File: src/hw/rtl/seu_pkg.sv
// shared types, constants and character functions of the escaped-string utf-8 decoder
// no dependencies; imported by every module of the block
`timescale 1ns / 1ps

package seu_pkg;

  // configuration register indexes
  localparam logic [1:0] REG_NUMERIC  = 2'd0;
  localparam logic [1:0] REG_STRING   = 2'd1;
  localparam logic [1:0] REG_RESERVED = 2'd2;

  // error codes carried with a result
  localparam logic [1:0] ERR_NONE      = 2'd0;
  localparam logic [1:0] ERR_BAD_HEX   = 2'd1;
  localparam logic [1:0] ERR_TOO_LARGE = 2'd2;
  localparam logic [1:0] ERR_TRUNCATED = 2'd3;

  // code point limits for the utf-8 length choice
  localparam logic [31:0] CP_MAX_1B  = 32'h0000_007F;
  localparam logic [31:0] CP_MAX_2B  = 32'h0000_07FF;
  localparam logic [31:0] CP_MAX_3B  = 32'h0000_FFFF;
  localparam logic [31:0] CP_MAX_ALL = 32'h0010_FFFF;

  // utf-8 lead and continuation marks
  localparam logic [7:0] UTF8_LEAD2 = 8'b1100_0000;
  localparam logic [7:0] UTF8_LEAD3 = 8'b1110_0000;
  localparam logic [7:0] UTF8_LEAD4 = 8'b1111_0000;
  localparam logic [7:0] UTF8_CONT  = 8'b1000_0000;

  // characters with a role in the escape syntax
  localparam logic [7:0] CH_BSLASH  = 8'h5C;
  localparam logic [7:0] CH_LOWER_U = 8'h75;
  localparam logic [7:0] CH_UPPER_U = 8'h55;

  // hex digit counts of the two numeric escapes
  localparam logic [3:0] HEX_DIGITS_SHORT = 4'd4;
  localparam logic [3:0] HEX_DIGITS_LONG  = 4'd8;

  // most words one input byte can produce
  localparam int MaxResults = 4;

  // escape parser state
  typedef enum logic [2:0] {
    PH_IDLE   = 3'b001,
    PH_BSLASH = 3'b010,
    PH_HEX    = 3'b100
  } phase_t;

  // enables from the register file
  typedef struct packed {
    logic numeric_on;
    logic str_on;
    logic reserved_on;
  } cfg_t;

  // all result words caused by one input byte
  typedef struct packed {
    logic [2:0]                  count;
    logic [MaxResults-1:0][7:0]  bytes;
    logic                        byte_valid;
    logic [1:0]                  error_code;
    logic                        eos;
  } res_group_t;

  // string escape letter to byte, hit flag on top
  function automatic logic [8:0] str_escape(input logic [7:0] c);
    logic [8:0] r;
    r = '0;
    unique case (c)
      8'h74:   r = {1'b1, 8'h09};
      8'h62:   r = {1'b1, 8'h08};
      8'h6E:   r = {1'b1, 8'h0A};
      8'h72:   r = {1'b1, 8'h0D};
      8'h66:   r = {1'b1, 8'h0C};
      8'h22:   r = {1'b1, 8'h22};
      8'h27:   r = {1'b1, 8'h27};
      8'h5C:   r = {1'b1, 8'h5C};
      default: r = '0;
    endcase
    return r;
  endfunction

  // reserved punctuation that may be escaped
  function automatic logic is_reserved(input logic [7:0] c);
    logic r;
    r = 1'b0;
    unique case (c)
      8'h7E, 8'h2E, 8'h2D, 8'h21, 8'h24, 8'h26, 8'h27, 8'h28, 8'h29, 8'h2A,
      8'h2B, 8'h2C, 8'h3B, 8'h3D, 8'h2F, 8'h3F, 8'h23, 8'h40, 8'h25, 8'h5F:
        r = 1'b1;
      default: r = 1'b0;
    endcase
    return r;
  endfunction

  // hex digit value, ok flag on top
  function automatic logic [4:0] hex_digit(input logic [7:0] c);
    logic [4:0] r;
    r = '0;
    if (c >= 8'h30 && c <= 8'h39) begin
      r = {1'b1, 4'(c - 8'h30)};
    end else if (c >= 8'h61 && c <= 8'h66) begin
      r = {1'b1, 4'(c - 8'h57)};
    end else if (c >= 8'h41 && c <= 8'h46) begin
      r = {1'b1, 4'(c - 8'h37)};
    end
    return r;
  endfunction

endpackage

File: src/hw/rtl/string_escape_utf8_decoder_top.sv
// escaped-string decoder: one input byte per word, 0 to 4 unescaped utf-8 result words out
// a byte passes the input register, then the result register, before its first result word is valid
// throughput: one byte per cycle while each yields at most one word and m_tready is high; a byte
//   with n words holds the result register until its last word is taken, bytes with no word pass without a result slot
// reset: synchronous rst clears the escape state and restores the enable registers
`timescale 1ns / 1ps

module string_escape_utf8_decoder_top import seu_pkg::*; (
  input  logic        clk,
  input  logic        rst,
  input  logic        psel,
  input  logic        penable,
  input  logic        pwrite,
  input  logic [3:0]  paddr,
  input  logic [31:0] pwdata,
  output logic [31:0] prdata,
  output logic        pready,
  input  logic        s_tvalid,
  output logic        s_tready,
  input  logic [7:0]  s_tdata,    // in_byte
  input  logic        s_tlast,    // in_last
  output logic        m_tvalid,
  input  logic        m_tready,
  output logic [7:0]  m_tdata,    // out_byte
  output logic [3:0]  m_tuser,    // byte_valid, error_code[1:0], last_of_item
  output logic        m_tlast     // end_of_string
);

  cfg_t       cfg;
  res_group_t grp;
  logic       grp_valid;
  logic       grp_ready;

  // enable registers
  seu_cfg u_cfg (
    .clk     (clk),
    .rst     (rst),
    .psel    (psel),
    .penable (penable),
    .pwrite  (pwrite),
    .paddr   (paddr),
    .pwdata  (pwdata),
    .prdata  (prdata),
    .pready  (pready),
    .cfg     (cfg)
  );

  // input register and decode
  seu_dec u_dec (
    .clk       (clk),
    .rst       (rst),
    .cfg       (cfg),
    .s_tvalid  (s_tvalid),
    .s_tready  (s_tready),
    .s_tdata   (s_tdata),
    .s_tlast   (s_tlast),
    .grp_valid (grp_valid),
    .grp_ready (grp_ready),
    .grp       (grp)
  );

  // result register and word serializer
  seu_ser u_ser (
    .clk       (clk),
    .rst       (rst),
    .grp_valid (grp_valid),
    .grp_ready (grp_ready),
    .grp       (grp),
    .m_tvalid  (m_tvalid),
    .m_tready  (m_tready),
    .m_tdata   (m_tdata),
    .m_tuser   (m_tuser),
    .m_tlast   (m_tlast)
  );

endmodule

File: src/hw/rtl/seu_cfg.sv
// apb register file for the three escape enables
// depends on seu_pkg
`timescale 1ns / 1ps

module seu_cfg import seu_pkg::*; (
  input  logic        clk,
  input  logic        rst,
  input  logic        psel,
  input  logic        penable,
  input  logic        pwrite,
  input  logic [3:0]  paddr,
  input  logic [31:0] pwdata,
  output logic [31:0] prdata,
  output logic        pready,
  output cfg_t        cfg
);

  logic       wr_en;
  logic [1:0] reg_idx;

  assign pready  = 1'b1;
  assign wr_en   = psel && penable && pwrite;
  assign reg_idx = paddr[3:2];

  // register writes, only bit 0 kept
  always_ff @(posedge clk) begin
    if (rst) begin
      cfg.numeric_on  <= 1'b1;
      cfg.str_on      <= 1'b1;
      cfg.reserved_on <= 1'b0;
    end else if (wr_en) begin
      unique case (reg_idx)
        REG_NUMERIC:  cfg.numeric_on  <= pwdata[0];
        REG_STRING:   cfg.str_on      <= pwdata[0];
        REG_RESERVED: cfg.reserved_on <= pwdata[0];
        default: ;
      endcase
    end
  end

  // read back
  always_comb begin
    prdata = '0;
    unique case (reg_idx)
      REG_NUMERIC:  prdata[0] = cfg.numeric_on;
      REG_STRING:   prdata[0] = cfg.str_on;
      REG_RESERVED: prdata[0] = cfg.reserved_on;
      default:      prdata = '0;
    endcase
  end

endmodule

File: src/hw/rtl/seu_dec.sv
// input register, escape state and single-pass decode of one byte into a result group
// depends on seu_pkg
`timescale 1ns / 1ps

module seu_dec import seu_pkg::*; (
  input  logic       clk,
  input  logic       rst,
  input  cfg_t       cfg,
  input  logic       s_tvalid,
  output logic       s_tready,
  input  logic [7:0] s_tdata,     // in_byte
  input  logic       s_tlast,     // in_last
  output logic       grp_valid,
  input  logic       grp_ready,
  output res_group_t grp
);

  // input register
  logic       in_valid;
  logic [7:0] in_byte;
  logic       in_last;

  // escape state
  phase_t      phase, phase_next;
  logic [3:0]  hex_left, hex_left_next;
  logic [31:0] accum, accum_next;
  logic        discarding, discarding_next;

  logic        advance;
  logic [4:0]  hx;
  logic [8:0]  se;
  logic [31:0] acc_shift;
  logic [3:0]  left_dec;
  logic        raise;
  logic [1:0]  raise_code;

  assign grp_valid = in_valid && (grp.count != 3'd0);
  assign advance   = in_valid && ((grp.count == 3'd0) || grp_ready);
  assign s_tready  = !in_valid || advance;

  always_ff @(posedge clk) begin
    if (rst) begin
      in_valid <= 1'b0;
    end else if (s_tready) begin
      in_valid <= s_tvalid;
    end
  end

  always_ff @(posedge clk) begin
    if (s_tvalid && s_tready) begin
      in_byte <= s_tdata;
      in_last <= s_tlast;
    end
  end

  // decode of the held byte against the escape state
  always_comb begin
    hx              = hex_digit(in_byte);
    se              = str_escape(in_byte);
    acc_shift       = {accum[27:0], hx[3:0]};
    left_dec        = hex_left - 4'd1;
    grp             = '0;
    grp.byte_valid  = 1'b1;
    grp.eos         = in_last;
    phase_next      = phase;
    hex_left_next   = hex_left;
    accum_next      = accum;
    discarding_next = discarding;
    raise           = 1'b0;
    raise_code      = ERR_NONE;

    if (discarding) begin
      if (in_last) begin
        grp.count       = 3'd1;
        grp.byte_valid  = 1'b0;
        discarding_next = 1'b0;
      end
    end else begin
      unique case (phase)
        PH_IDLE: begin
          if (in_byte != CH_BSLASH) begin
            grp.count    = 3'd1;
            grp.bytes[0] = in_byte;
          end else if (in_last) begin
            grp.count    = 3'd1;
            grp.bytes[0] = CH_BSLASH;
          end else begin
            phase_next = PH_BSLASH;
          end
        end
        PH_BSLASH: begin
          phase_next = PH_IDLE;
          if (cfg.numeric_on && (in_byte == CH_LOWER_U || in_byte == CH_UPPER_U)) begin
            if (in_last) begin
              raise      = 1'b1;
              raise_code = ERR_TRUNCATED;
            end else begin
              phase_next    = PH_HEX;
              hex_left_next = (in_byte == CH_LOWER_U) ? HEX_DIGITS_SHORT : HEX_DIGITS_LONG;
              accum_next    = '0;
            end
          end else if (cfg.str_on && se[8]) begin
            grp.count    = 3'd1;
            grp.bytes[0] = se[7:0];
          end else if (cfg.reserved_on && is_reserved(in_byte)) begin
            grp.count    = 3'd1;
            grp.bytes[0] = in_byte;
          end else begin
            // unknown escape: backslash out, then the byte afresh
            grp.bytes[0] = CH_BSLASH;
            if (in_byte != CH_BSLASH) begin
              grp.count    = 3'd2;
              grp.bytes[1] = in_byte;
            end else if (in_last) begin
              grp.count    = 3'd2;
              grp.bytes[1] = CH_BSLASH;
            end else begin
              grp.count  = 3'd1;
              phase_next = PH_BSLASH;
            end
          end
        end
        PH_HEX: begin
          if (!hx[4]) begin
            raise      = 1'b1;
            raise_code = ERR_BAD_HEX;
          end else begin
            accum_next    = acc_shift;
            hex_left_next = left_dec;
            if (left_dec == 4'd0) begin
              if (acc_shift > CP_MAX_ALL) begin
                raise      = 1'b1;
                raise_code = ERR_TOO_LARGE;
              end else begin
                phase_next = PH_IDLE;
                accum_next = '0;
                // utf-8 encoding by code point range
                if (acc_shift <= CP_MAX_1B) begin
                  grp.count    = 3'd1;
                  grp.bytes[0] = acc_shift[7:0];
                end else if (acc_shift <= CP_MAX_2B) begin
                  grp.count    = 3'd2;
                  grp.bytes[0] = UTF8_LEAD2 | {3'b000, acc_shift[10:6]};
                  grp.bytes[1] = UTF8_CONT | {2'b00, acc_shift[5:0]};
                end else if (acc_shift <= CP_MAX_3B) begin
                  grp.count    = 3'd3;
                  grp.bytes[0] = UTF8_LEAD3 | {4'b0000, acc_shift[15:12]};
                  grp.bytes[1] = UTF8_CONT | {2'b00, acc_shift[11:6]};
                  grp.bytes[2] = UTF8_CONT | {2'b00, acc_shift[5:0]};
                end else begin
                  grp.count    = 3'd4;
                  grp.bytes[0] = UTF8_LEAD4 | {5'b00000, acc_shift[20:18]};
                  grp.bytes[1] = UTF8_CONT | {2'b00, acc_shift[17:12]};
                  grp.bytes[2] = UTF8_CONT | {2'b00, acc_shift[11:6]};
                  grp.bytes[3] = UTF8_CONT | {2'b00, acc_shift[5:0]};
                end
              end
            end else if (in_last) begin
              raise      = 1'b1;
              raise_code = ERR_TRUNCATED;
            end
          end
        end
        default: phase_next = PH_IDLE;
      endcase
    end

    // malformed numeric escape: one error word, then drop to end of string
    if (raise) begin
      grp.count       = 3'd1;
      grp.bytes       = '0;
      grp.byte_valid  = 1'b0;
      grp.error_code  = raise_code;
      phase_next      = PH_IDLE;
      hex_left_next   = '0;
      accum_next      = '0;
      discarding_next = !in_last;
    end

    // end of string returns everything to idle
    if (in_last) begin
      phase_next      = PH_IDLE;
      hex_left_next   = '0;
      accum_next      = '0;
      discarding_next = 1'b0;
    end
  end

  // state update when the byte leaves the input register
  always_ff @(posedge clk) begin
    if (rst) begin
      phase      <= PH_IDLE;
      hex_left   <= '0;
      accum      <= '0;
      discarding <= 1'b0;
    end else if (advance) begin
      phase      <= phase_next;
      hex_left   <= hex_left_next;
      accum      <= accum_next;
      discarding <= discarding_next;
    end
  end

  hex_left_range: assert property (@(posedge clk) disable iff (rst)
    (phase == PH_HEX) |-> (hex_left != 4'd0 && hex_left <= HEX_DIGITS_LONG))
    else $error("hex digit count out of range while collecting digits");

  discard_idle: assert property (@(posedge clk) disable iff (rst)
    discarding |-> (phase == PH_IDLE && hex_left == 4'd0))
    else $error("escape state left pending while discarding");

  group_shape: assert property (@(posedge clk) disable iff (rst)
    (grp_valid && !grp.byte_valid) |-> (grp.count == 3'd1))
    else $error("error word not alone in its group");

endmodule

File: src/hw/rtl/seu_ser.sv
// result register that holds one group and hands it out one word per cycle while m_tready is high
// depends on seu_pkg
`timescale 1ns / 1ps

module seu_ser import seu_pkg::*; (
  input  logic       clk,
  input  logic       rst,
  input  logic       grp_valid,
  output logic       grp_ready,
  input  res_group_t grp,
  output logic       m_tvalid,
  input  logic       m_tready,
  output logic [7:0] m_tdata,     // out_byte
  output logic [3:0] m_tuser,     // byte_valid, error_code[1:0], last_of_item
  output logic       m_tlast      // end_of_string
);

  logic [2:0]                 rem;
  logic [MaxResults-1:0][7:0] bytes;
  logic                       byte_valid;
  logic [1:0]                 error_code;
  logic                       eos;
  logic                       beat;
  logic                       load;
  logic                       final_word;

  assign final_word = (rem == 3'd1);
  assign beat       = m_tvalid && m_tready;
  assign grp_ready  = (rem == 3'd0) || (final_word && m_tready);
  assign load       = grp_valid && grp_ready;

  assign m_tvalid = (rem != 3'd0);
  assign m_tdata  = bytes[0];
  assign m_tuser  = {final_word, error_code, byte_valid};
  assign m_tlast  = eos && final_word;

  // word count
  always_ff @(posedge clk) begin
    if (rst) begin
      rem <= '0;
    end else if (load) begin
      rem <= grp.count;
    end else if (beat) begin
      rem <= rem - 3'd1;
    end
  end

  // payload, shifted down one byte per word taken
  always_ff @(posedge clk) begin
    if (load) begin
      bytes      <= grp.bytes;
      byte_valid <= grp.byte_valid;
      error_code <= grp.error_code;
      eos        <= grp.eos;
    end else if (beat) begin
      bytes <= {8'h00, bytes[MaxResults-1:1]};
    end
  end

  rem_bound: assert property (@(posedge clk) disable iff (rst)
    rem <= 3'(MaxResults))
    else $error("result count above group size");

  load_count: assert property (@(posedge clk) disable iff (rst)
    load |=> (rem == $past(grp.count)))
    else $error("result count not taken from loaded group");

endmodule
File: config.mk
export PLATFORM = sky130hd
export DESIGN_NAME = string_escape_utf8_decoder_top
export DESIGN_NICKNAME = d
export VERILOG_FILES = /design/src/hw/rtl/seu_pkg.sv /design/src/hw/rtl/string_escape_utf8_decoder_top.sv /design/src/hw/rtl/seu_cfg.sv /design/src/hw/rtl/seu_dec.sv /design/src/hw/rtl/seu_ser.sv
export SDC_FILE = /design/constraint.sdc
export NUM_CORES = 1
export LEC_CHECK = 0
export BUFFER_PORTS_ARGS = -buffer_cell sky130_fd_sc_hd__buf_2
export CAP_MARGIN = 10
export CELL_PAD_IN_SITES_DETAIL_PLACEMENT = 0
export CELL_PAD_IN_SITES_GLOBAL_PLACEMENT = 1
export CORE_MARGIN = 5
export CORE_UTILIZATION = 46
export DETAILED_ROUTE_END_ITERATION = 8
export PLACE_DENSITY = 0.9
export SYNTH_ARGS = -nofsm -noshare
export SYNTH_HDL_FRONTEND = slang
export SYNTH_SLANG_ARGS = --single-unit
export TNS_END_PERCENT = 20
File: constraint.sdc
create_clock -name clk -period 9.8 [get_ports clk]
set_clock_uncertainty 0.1 [all_clocks]
set_input_delay 1.96 -clock clk [delete_from_list [all_inputs] [get_ports clk]]
set_output_delay 1.96 -clock clk [all_outputs]
set_load 0.02 [all_outputs]
==> results of run 1 <==
-- power groups by stage --
stage | logic, mW | clock network (mW) | registers [mW]
2_1_floorplan | 0.334 | 0 | 0.526
3_3_place_gp | 0.365 | 0 | 0.543
3_5_place_dp | 0.374 | 0 | 0.550
4_1_cts | 0.376 | 0.365 | 0.543
5_1_grt | 0.416 | 0.380 | 0.552
6_report | 0.376 | 0.358 | 0.543
-- routing by layer --
layer	vias up	wire length, µm
met3	24	1056
li1	2129	-
met2	203	6103
met4	0	319
met1	2167	5872
met5	-	0
-- final cells by class --
cell class	count	area (µm²)	area share, %
multi-input cells	439	2735	48.45
clock inverters	6	65.06	1.152
clock buffers	10	250.2	4.433
flip-flops and latches	86	2152	38.12
inverters	22	82.58	1.463
well taps	143	178.9	3.169
repair buffers	35	181.4	3.214
-- worst max-delay path, cell delays in order (launching register included) --
cell	delay, ps
edfxtp_1	530
inv_1	140
ha_1	400
nor4b_4	360
a211oi_1	170
a21o_2	290
o31ai_2	360
a2111o_1	340
and2_1	440
nand2_1	120
buf_2	180
-- cells by family (layout without fill, tap and decap cells) --
logic type / Yosys count / count (layout)
fa+ha+maj: 9 / 9
other cells: 2 / 32
simple gates: 199 / 199
compound gates: 184 / 184
buf+inv: 93 / 73
mux: 12 / 12
xor+xnor: 3 / 3
flops: 86 / 86
-- worst paths after layout --
| kind | from | to | slack, ps | cells after the start |
|---|---|---|---|---|
| worst min-delay path | u_dec.accum[17] | u_dec.accum[17] | 370 | 2 |
| worst max-delay path | u_dec.in_byte[0] | s_tready | 4060 | 10 |
| worst max register to register | u_dec.in_byte[0] | u_ser.bytes[8] | 5520 | 9 |
| worst min register to register | u_dec.accum[17] | u_dec.accum[17] | 370 | 2 |
-- through the flow --
step | hold WS, ps | instance area, µm² | util [%] | instances
final | 372.1 | 5645 | 49.65 | 741
after global routing | 421.3 | 5645 | 49.65 | 741
after CTS | 372.8 | 5634 | 49.55 | 740
after detailed placement | 361.2 | 5319 | 46.78 | 724
after global placement | 364.5 | 5319 | 46.78 | 724
after floorplan | 338.5 | 5429 | - | 618
-- synthesized netlist by cell type (8+ instances only) --
master,instances,area (µm²)
nand2_1,57,214.0
buf_4,43,322.8
dfxtp_1,43,860.8
edfxtp_1,43,1291
nor2_1,43,161.4
o21ai_0,38,190.2
a21oi_1,35,175.2
a22o_1,26,227.7
inv_1,22,82.58
clkbuf_1,18,67.56
nor3_1,18,90.09
nand3_1,16,80.08
and2_1,9,56.30
ha_1,9,112.6
mux2i_1,9,90.09
nor2b_1,9,56.30
a21o_1,8,60.06
-- registers in the layout, summed over array words and instances (netlist names) --
signal	count
u_ser.rem	3
u_ser.m_tdata	8
u_dec.in_valid	1
u_dec.accum	28
u_cfg.cfg	3
u_dec.in_byte	8
u_dec.discarding	1
u_ser.bytes	22
u_dec.phase	3
u_dec.hex_left	4
u_dec.in_last	1
u_ser.error_code	2
u_ser.eos	1
u_ser.byte_valid	1
==> out/qor.csv, run 1 <==
stage,metric,value,unit
run_status,status,"complete, no violations",
timing,setup violators final,0,
die,DIE HEIGHT,117.5,µm
pwr,internal power,0.8245,mW
cells_and_area,ratio of cells with drive above 1 in the final layout,11.04,%
cells_and_area,most frequent cells in the layout,"nand2_1 (57), nor2_1 (43), dfxtp_1 (43), edfxtp_1 (43), o21ai_0 (38)",
routing,Avg WL per Cell,18.02,µm
global_routing,number of global-route vias before repair,4115,
global_routing,met2 usage,27.58,%
placement,detailed placement HPWL,9.612,mm
yosys,Main synth FF type,edfxtp_1,
timing,relative max-transition margin,23.22,%
timing,Worst Tran Pin Value,1150,ps
global_routing,first-pass GRT wire length,21.08,mm
pwr,worst ir drop on vdd,151.4,µV
routing,DRC,0,
timing,Fin. Hold Viols,0,
cells_and_area,Final Net Count,654,
pwr,power per cell area,226.2,nW/µm²
job,Max-Cap Viols,0,
global_routing,grt ovf,0,
die,Core Area,11370,µm²
routing,Iter 0 DRT Violations,498,
pwr,LEAKAGE,2.162,nW
placement,GPL Wtd Cong,0.9155,
clocking,Root Buffer,clkbuf_16,
timing,final cycle utilization of the critical path,58.60,%
cells_and_area,n_diodes,0,
clocking,Post-CTS Resized,0,
timing,minimum clock period,5743,ps
timing,Final Max Slew Viols,0,
clocking,clk sink count,86,
routing,DR pass1 iterations,7,
global_routing,grt peak-use layer,met2,
die,Rows,39,
clocking,setup bufs post-CTS,0,
clocking,Skew-Pair Late Insertion Delay,340,ps
pwr,Sw Pwr,0.4525,mW
timing,max frequency,0.1741,GHz
global_routing,met1 Use GR,26.11,%
cells_and_area,synthesis-to-finish area growth,6.190,%
yosys,simple-gate portion of the synthesized area,20.08,%
clocking,clk buf depth,2,
clocking,TritonCTS Buffers,9,
yosys,cells after synthesis,588,
yosys,Synth Area in XOR/XNOR,0.4942,%
pwr,Tot Pwr,1.277,mW
yosys,register area share after synthesis,40.48,%
clocking,H-tree depth,3,
yosys,main combinational cell family by area after synthesis,compound AO/OA/AOI/OAI gates,
cells_and_area,"commonest non-fill, non-tap cell in the layout",nand2_1,
placement,I/O Buffers,34,
global_routing,largest net degree at the start of global routing,33,
routing,routed wire length,13.35,mm
yosys,Compound-Gate Fraction of Synth Area,24.17,%
yosys,post-synthesis mux area share,2.330,%
yosys,synth warn,0,
yosys,Syn Area/Cell,9.041,µm²
pwr,Seq pwr share,42.5,%
yosys,cell area after synthesis,5316,µm²
global_routing,GR Util met3,3.220,%
cells_and_area,Filler Cells Inserted,1070,
routing,via count,4523,
worst_setup_path,crit path capture type,primary output,
yosys,"FF+latch count, synth",86,
worst_setup_path,worst-path maximum fanout,10,
die,die outline width,117.5,µm
timing,TNS Setup,0,ps
global_routing,GRT Resource Usage Total,18.46,%
pwr,clock share of power,28.0,%
worst_setup_path,WP data arrival,3680,ps
pwr,Gate power share,29.5,%
min_path,Hold WC Path Type,reg2reg,
yosys,post-synthesis adder-cell area fraction,2.118,%
clocking,Post-CTS Hold Fix Bufs,0,
timing,RSZ-0062 raised after global routing,false,
die,die area,13810,µm²
worst_setup_path,Setup CP Type,reg2out,
global_routing,initial antenna violation count,0,
pwr,Sw Share,35.43,%
yosys,Post-synth EDFFs,43,
routing,drt via density,6.104,
die,initial core utilization,46.76,%
yosys,Yosys cell types,73,
routing,Detail Route Antenna Nets,0,
timing,setup ws final,4057,ps
worst_setup_path,WP data required,7740,ps
die,I/O pin cnt,100,
worst_setup_path,type of origin of the critical path,flip-flop,
clocking,"Reg clk slew, reported paths",60,ps
yosys,asr flop ratio synth,0,%
placement,pre-CTS setup slack,4478,ps
clocking,CTS tree,built,
Note: power is estimated with default switching activity, not from simulation.
==> run 2: changes to the inputs <==
--- a/config.mk
+++ b/config.mk
@@ -10,9 +10,9 @@
 export CELL_PAD_IN_SITES_DETAIL_PLACEMENT = 0
 export CELL_PAD_IN_SITES_GLOBAL_PLACEMENT = 1
 export CORE_MARGIN = 5
-export CORE_UTILIZATION = 46
+export CORE_UTILIZATION = 42
 export DETAILED_ROUTE_END_ITERATION = 8
-export PLACE_DENSITY = 0.9
+export PLACE_DENSITY = 0.84
 export SYNTH_ARGS = -nofsm -noshare
 export SYNTH_HDL_FRONTEND = slang
 export SYNTH_SLANG_ARGS = --single-unit
==> constraint.sdc (replaced) <==
create_clock -name clk -period 5.5 [get_ports clk]
set_clock_uncertainty 0.1 [all_clocks]
set_input_delay 1.1 -clock clk [delete_from_list [all_inputs] [get_ports clk]]
set_output_delay 1.1 -clock clk [all_outputs]
set_load 0.02 [all_outputs]
==> run 2 against run 1 <==
  * Die area up 8.7%
  * Register-to-register slack lost 4300 ps
  * Global-route usage down 0.63 points
  * Clock-buffer cell count up 2
  * Flip-flop and latch count unchanged
  * Non-clock buffer count did not move
  * Final area increased by 0.11%
  * Worst setup slack worse by 3500 ps
  * Largest power group unchanged
==> out/qor.csv, run 2 (synthesis gave the netlist of run 1 again) <==
stage,metric,value,unit,change
clocking,H-tree depth,3,,unchanged
timing,minimum clock period,4920,ps,
placement,detailed placement HPWL,9.618,mm,about the same
pwr,Gate power share,30.0,%,+0.5 points
clocking,"Reg clk slew, reported paths",60,ps,about the same
cells_and_area,n_diodes,0,,unchanged
routing,drt via density,5.712,,-6.4%
min_path,Hold WC Path Type,reg2reg,,
routing,Avg WL per Cell,16.92,µm,-6.1%
cells_and_area,FF+latch area,2152,µm²,unchanged
placement,GPL Wtd Cong,0.9094,,-0.67%
routing,via count,4398,,-2.8%
timing,RSZ-0062 raised after global routing,false,,
routing,DRC,0,,unchanged
routing,routed wire length,13.03,mm,-2.4%
global_routing,GRT Resource Usage Total,17.83,%,-0.63 points
timing,Fin. Hold Viols,0,,unchanged
cells_and_area,most frequent cells in the layout,"nand2_1 (57), nor2_1 (43), dfxtp_1 (43), edfxtp_1 (43), o21ai_0 (38)",,
clocking,Skew-Pair Late Insertion Delay,350,ps,about the same
cells_and_area,ratio of cells with drive above 1 in the final layout,10.87,%,-0.17 points
pwr,power per cell area,390.7,nW/µm²,+73%
routing,Iter 0 DRT Violations,401,,-19%
run_status,status,"complete, no violations",,
timing,setup violators final,0,,unchanged
global_routing,grt ovf,0,,unchanged
cells_and_area,Final Net Count,654,,unchanged
cells_and_area,Final Instance Count excl. Fillers,770,,+3.9%
cells_and_area,Biggest register,u_dec.accum,,
placement,placed insts,754,,+4.1%
die,Core Area,12520,µm²,+10%
pwr,internal power,1.422,mW,+73%
job,Max-Cap Viols,0,,unchanged
worst_setup_path,type of origin of the critical path,flip-flop,,
clocking,clk sink count,86,,unchanged
cells_and_area,"commonest non-fill, non-tap cell in the layout",nand2_1,,
worst_setup_path,crit path capture type,primary output,,
pwr,LEAKAGE,2.148,nW,-0.69%
clocking,Post-CTS Resized,0,,unchanged
clocking,TritonCTS Buffers,9,,unchanged
global_routing,largest net degree at the start of global routing,33,,unchanged
timing,max frequency,0.2032,GHz,
die,die outline width,122.5,µm,+4.3%
timing,TNS Setup,0,ps,unchanged
worst_setup_path,Setup CP Type,reg2out,,
clocking,clk buf depth,2,,unchanged
pwr,Sw Pwr,0.7856,mW,+74%
cells_and_area,top flop regs,"u_dec.accum: 28 flops, u_ser.bytes: 22 flops",,
die,Rows,41,,+5.1%
global_routing,initial antenna violation count,0,,unchanged
clocking,setup bufs post-CTS,0,,unchanged
clocking,Post-CTS Hold Fix Bufs,0,,unchanged
timing,relative max-transition margin,27.26,%,+4.0 points
pwr,Sw Share,35.58,%,+0.14 points
die,initial core utilization,42.47,%,-4.3 points
pwr,worst ir drop on vdd,220.7,µV,+46%
cells_and_area,Filler Cells Inserted,1249,,+17%
die,die area,15010,µm²,+8.7%
clocking,Root Buffer,clkbuf_16,,
worst_setup_path,worst-path maximum fanout,10,,unchanged
placement,I/O Buffers,34,,unchanged
clocking,CTS tree,built,,
pwr,Seq pwr share,43.5,%,+1.0 points
global_routing,number of global-route vias before repair,4058,,-1.4%
global_routing,first-pass GRT wire length,21.12,mm,+0.19%
routing,Detail Route Antenna Nets,0,,unchanged
cells_and_area,final core utilization,45.15,%,-4.5 points
cells_and_area,synthesis-to-finish area growth,6.307,%,
timing,Final Max Slew Viols,0,,unchanged
cells_and_area,max FFs per register,28,,unchanged
worst_setup_path,WP data required,4300,ps,-3440 ps
timing,Worst Tran Pin Value,1090,ps,-60.55 ps
die,DIE HEIGHT,122.5,µm,+4.3%
cells_and_area,area taken by multi-input logic gates,2735,µm²,unchanged
pwr,clock share of power,26.5,%,-1.5 points
worst_setup_path,WP data arrival,3720,ps,+40 ps
timing,final cycle utilization of the critical path,89.46,%,
routing,DR pass1 iterations,5,,-2
die,I/O pin cnt,100,,unchanged
==> run 2: final timing paths <==
check             slack, ps  cells past startpoint              from              end
setup / recovery        580                     10  u_dec.in_byte[0]         s_tready
hold / removal          380                      1   u_dec.accum[26]  u_dec.accum[26]
setup reg to reg       1190                      9  u_dec.in_byte[0]    u_dec.in_last
hold reg to reg         380                      1   u_dec.accum[26]  u_dec.accum[26]
==> run 2: worst max-delay path, stage by stage, from the launching register on <==
cell      delay [ps]
edfxtp_1         520
inv_1            130
ha_1             390
nor4b_4          350
a211oi_1         170
a211oi_2         500
o31ai_1          160
a2111o_1         510
and2_1           320
nand2_1          140
buf_2            180
==> run 2: cell type report <==
type                            count  area share [%]
Multi-Input combinational cell    439           48.39
Sequential cell                    86           38.08
Clock buffer                       12           4.561
Tap cell                          172           3.808
Timing Repair Buffer               35           3.144
Inverter                           22           1.461
Clock inverter                      4          0.5535
==> run 2: per-stage QoR <==
| stage | total power [mW] | area, µm² | hold slack, ps | worst slack, ps |
|---|---|---|---|---|
| final | 2.208 | 5652 | 383.2 | 579.7 |
| after global routing | 2.334 | 5652 | 406.1 | 328.1 |
| after CTS | 2.223 | 5652 | 386.3 | 605.5 |
| after detailed placement | 1.639 | 5363 | 371.4 | 1007 |
| after global placement | 1.617 | 5363 | 363.4 | 1081 |
| after floorplan | 1.531 | 5429 | 338.5 | 1668 |
==> run 2: power groups by stage <==
stage | Clock, mW | Combinational, mW | Sequential (mW)
floorplan | 0 | 0.595 | 0.936
global placement | 0 | 0.650 | 0.967
detailed placement | 0 | 0.664 | 0.974
CTS | 0.595 | 0.667 | 0.961
global route | 0.619 | 0.736 | 0.979
finish | 0.585 | 0.664 | 0.960
==> run 2: routing by layer <==
layer,track usage [%],up-vias,wire length [µm]
li1,-,2132,-
met1,25.23,2097,6140
met2,27.00,150,5835
met3,2.995,19,781
met4,7.418,0,273
met5,0,-,0
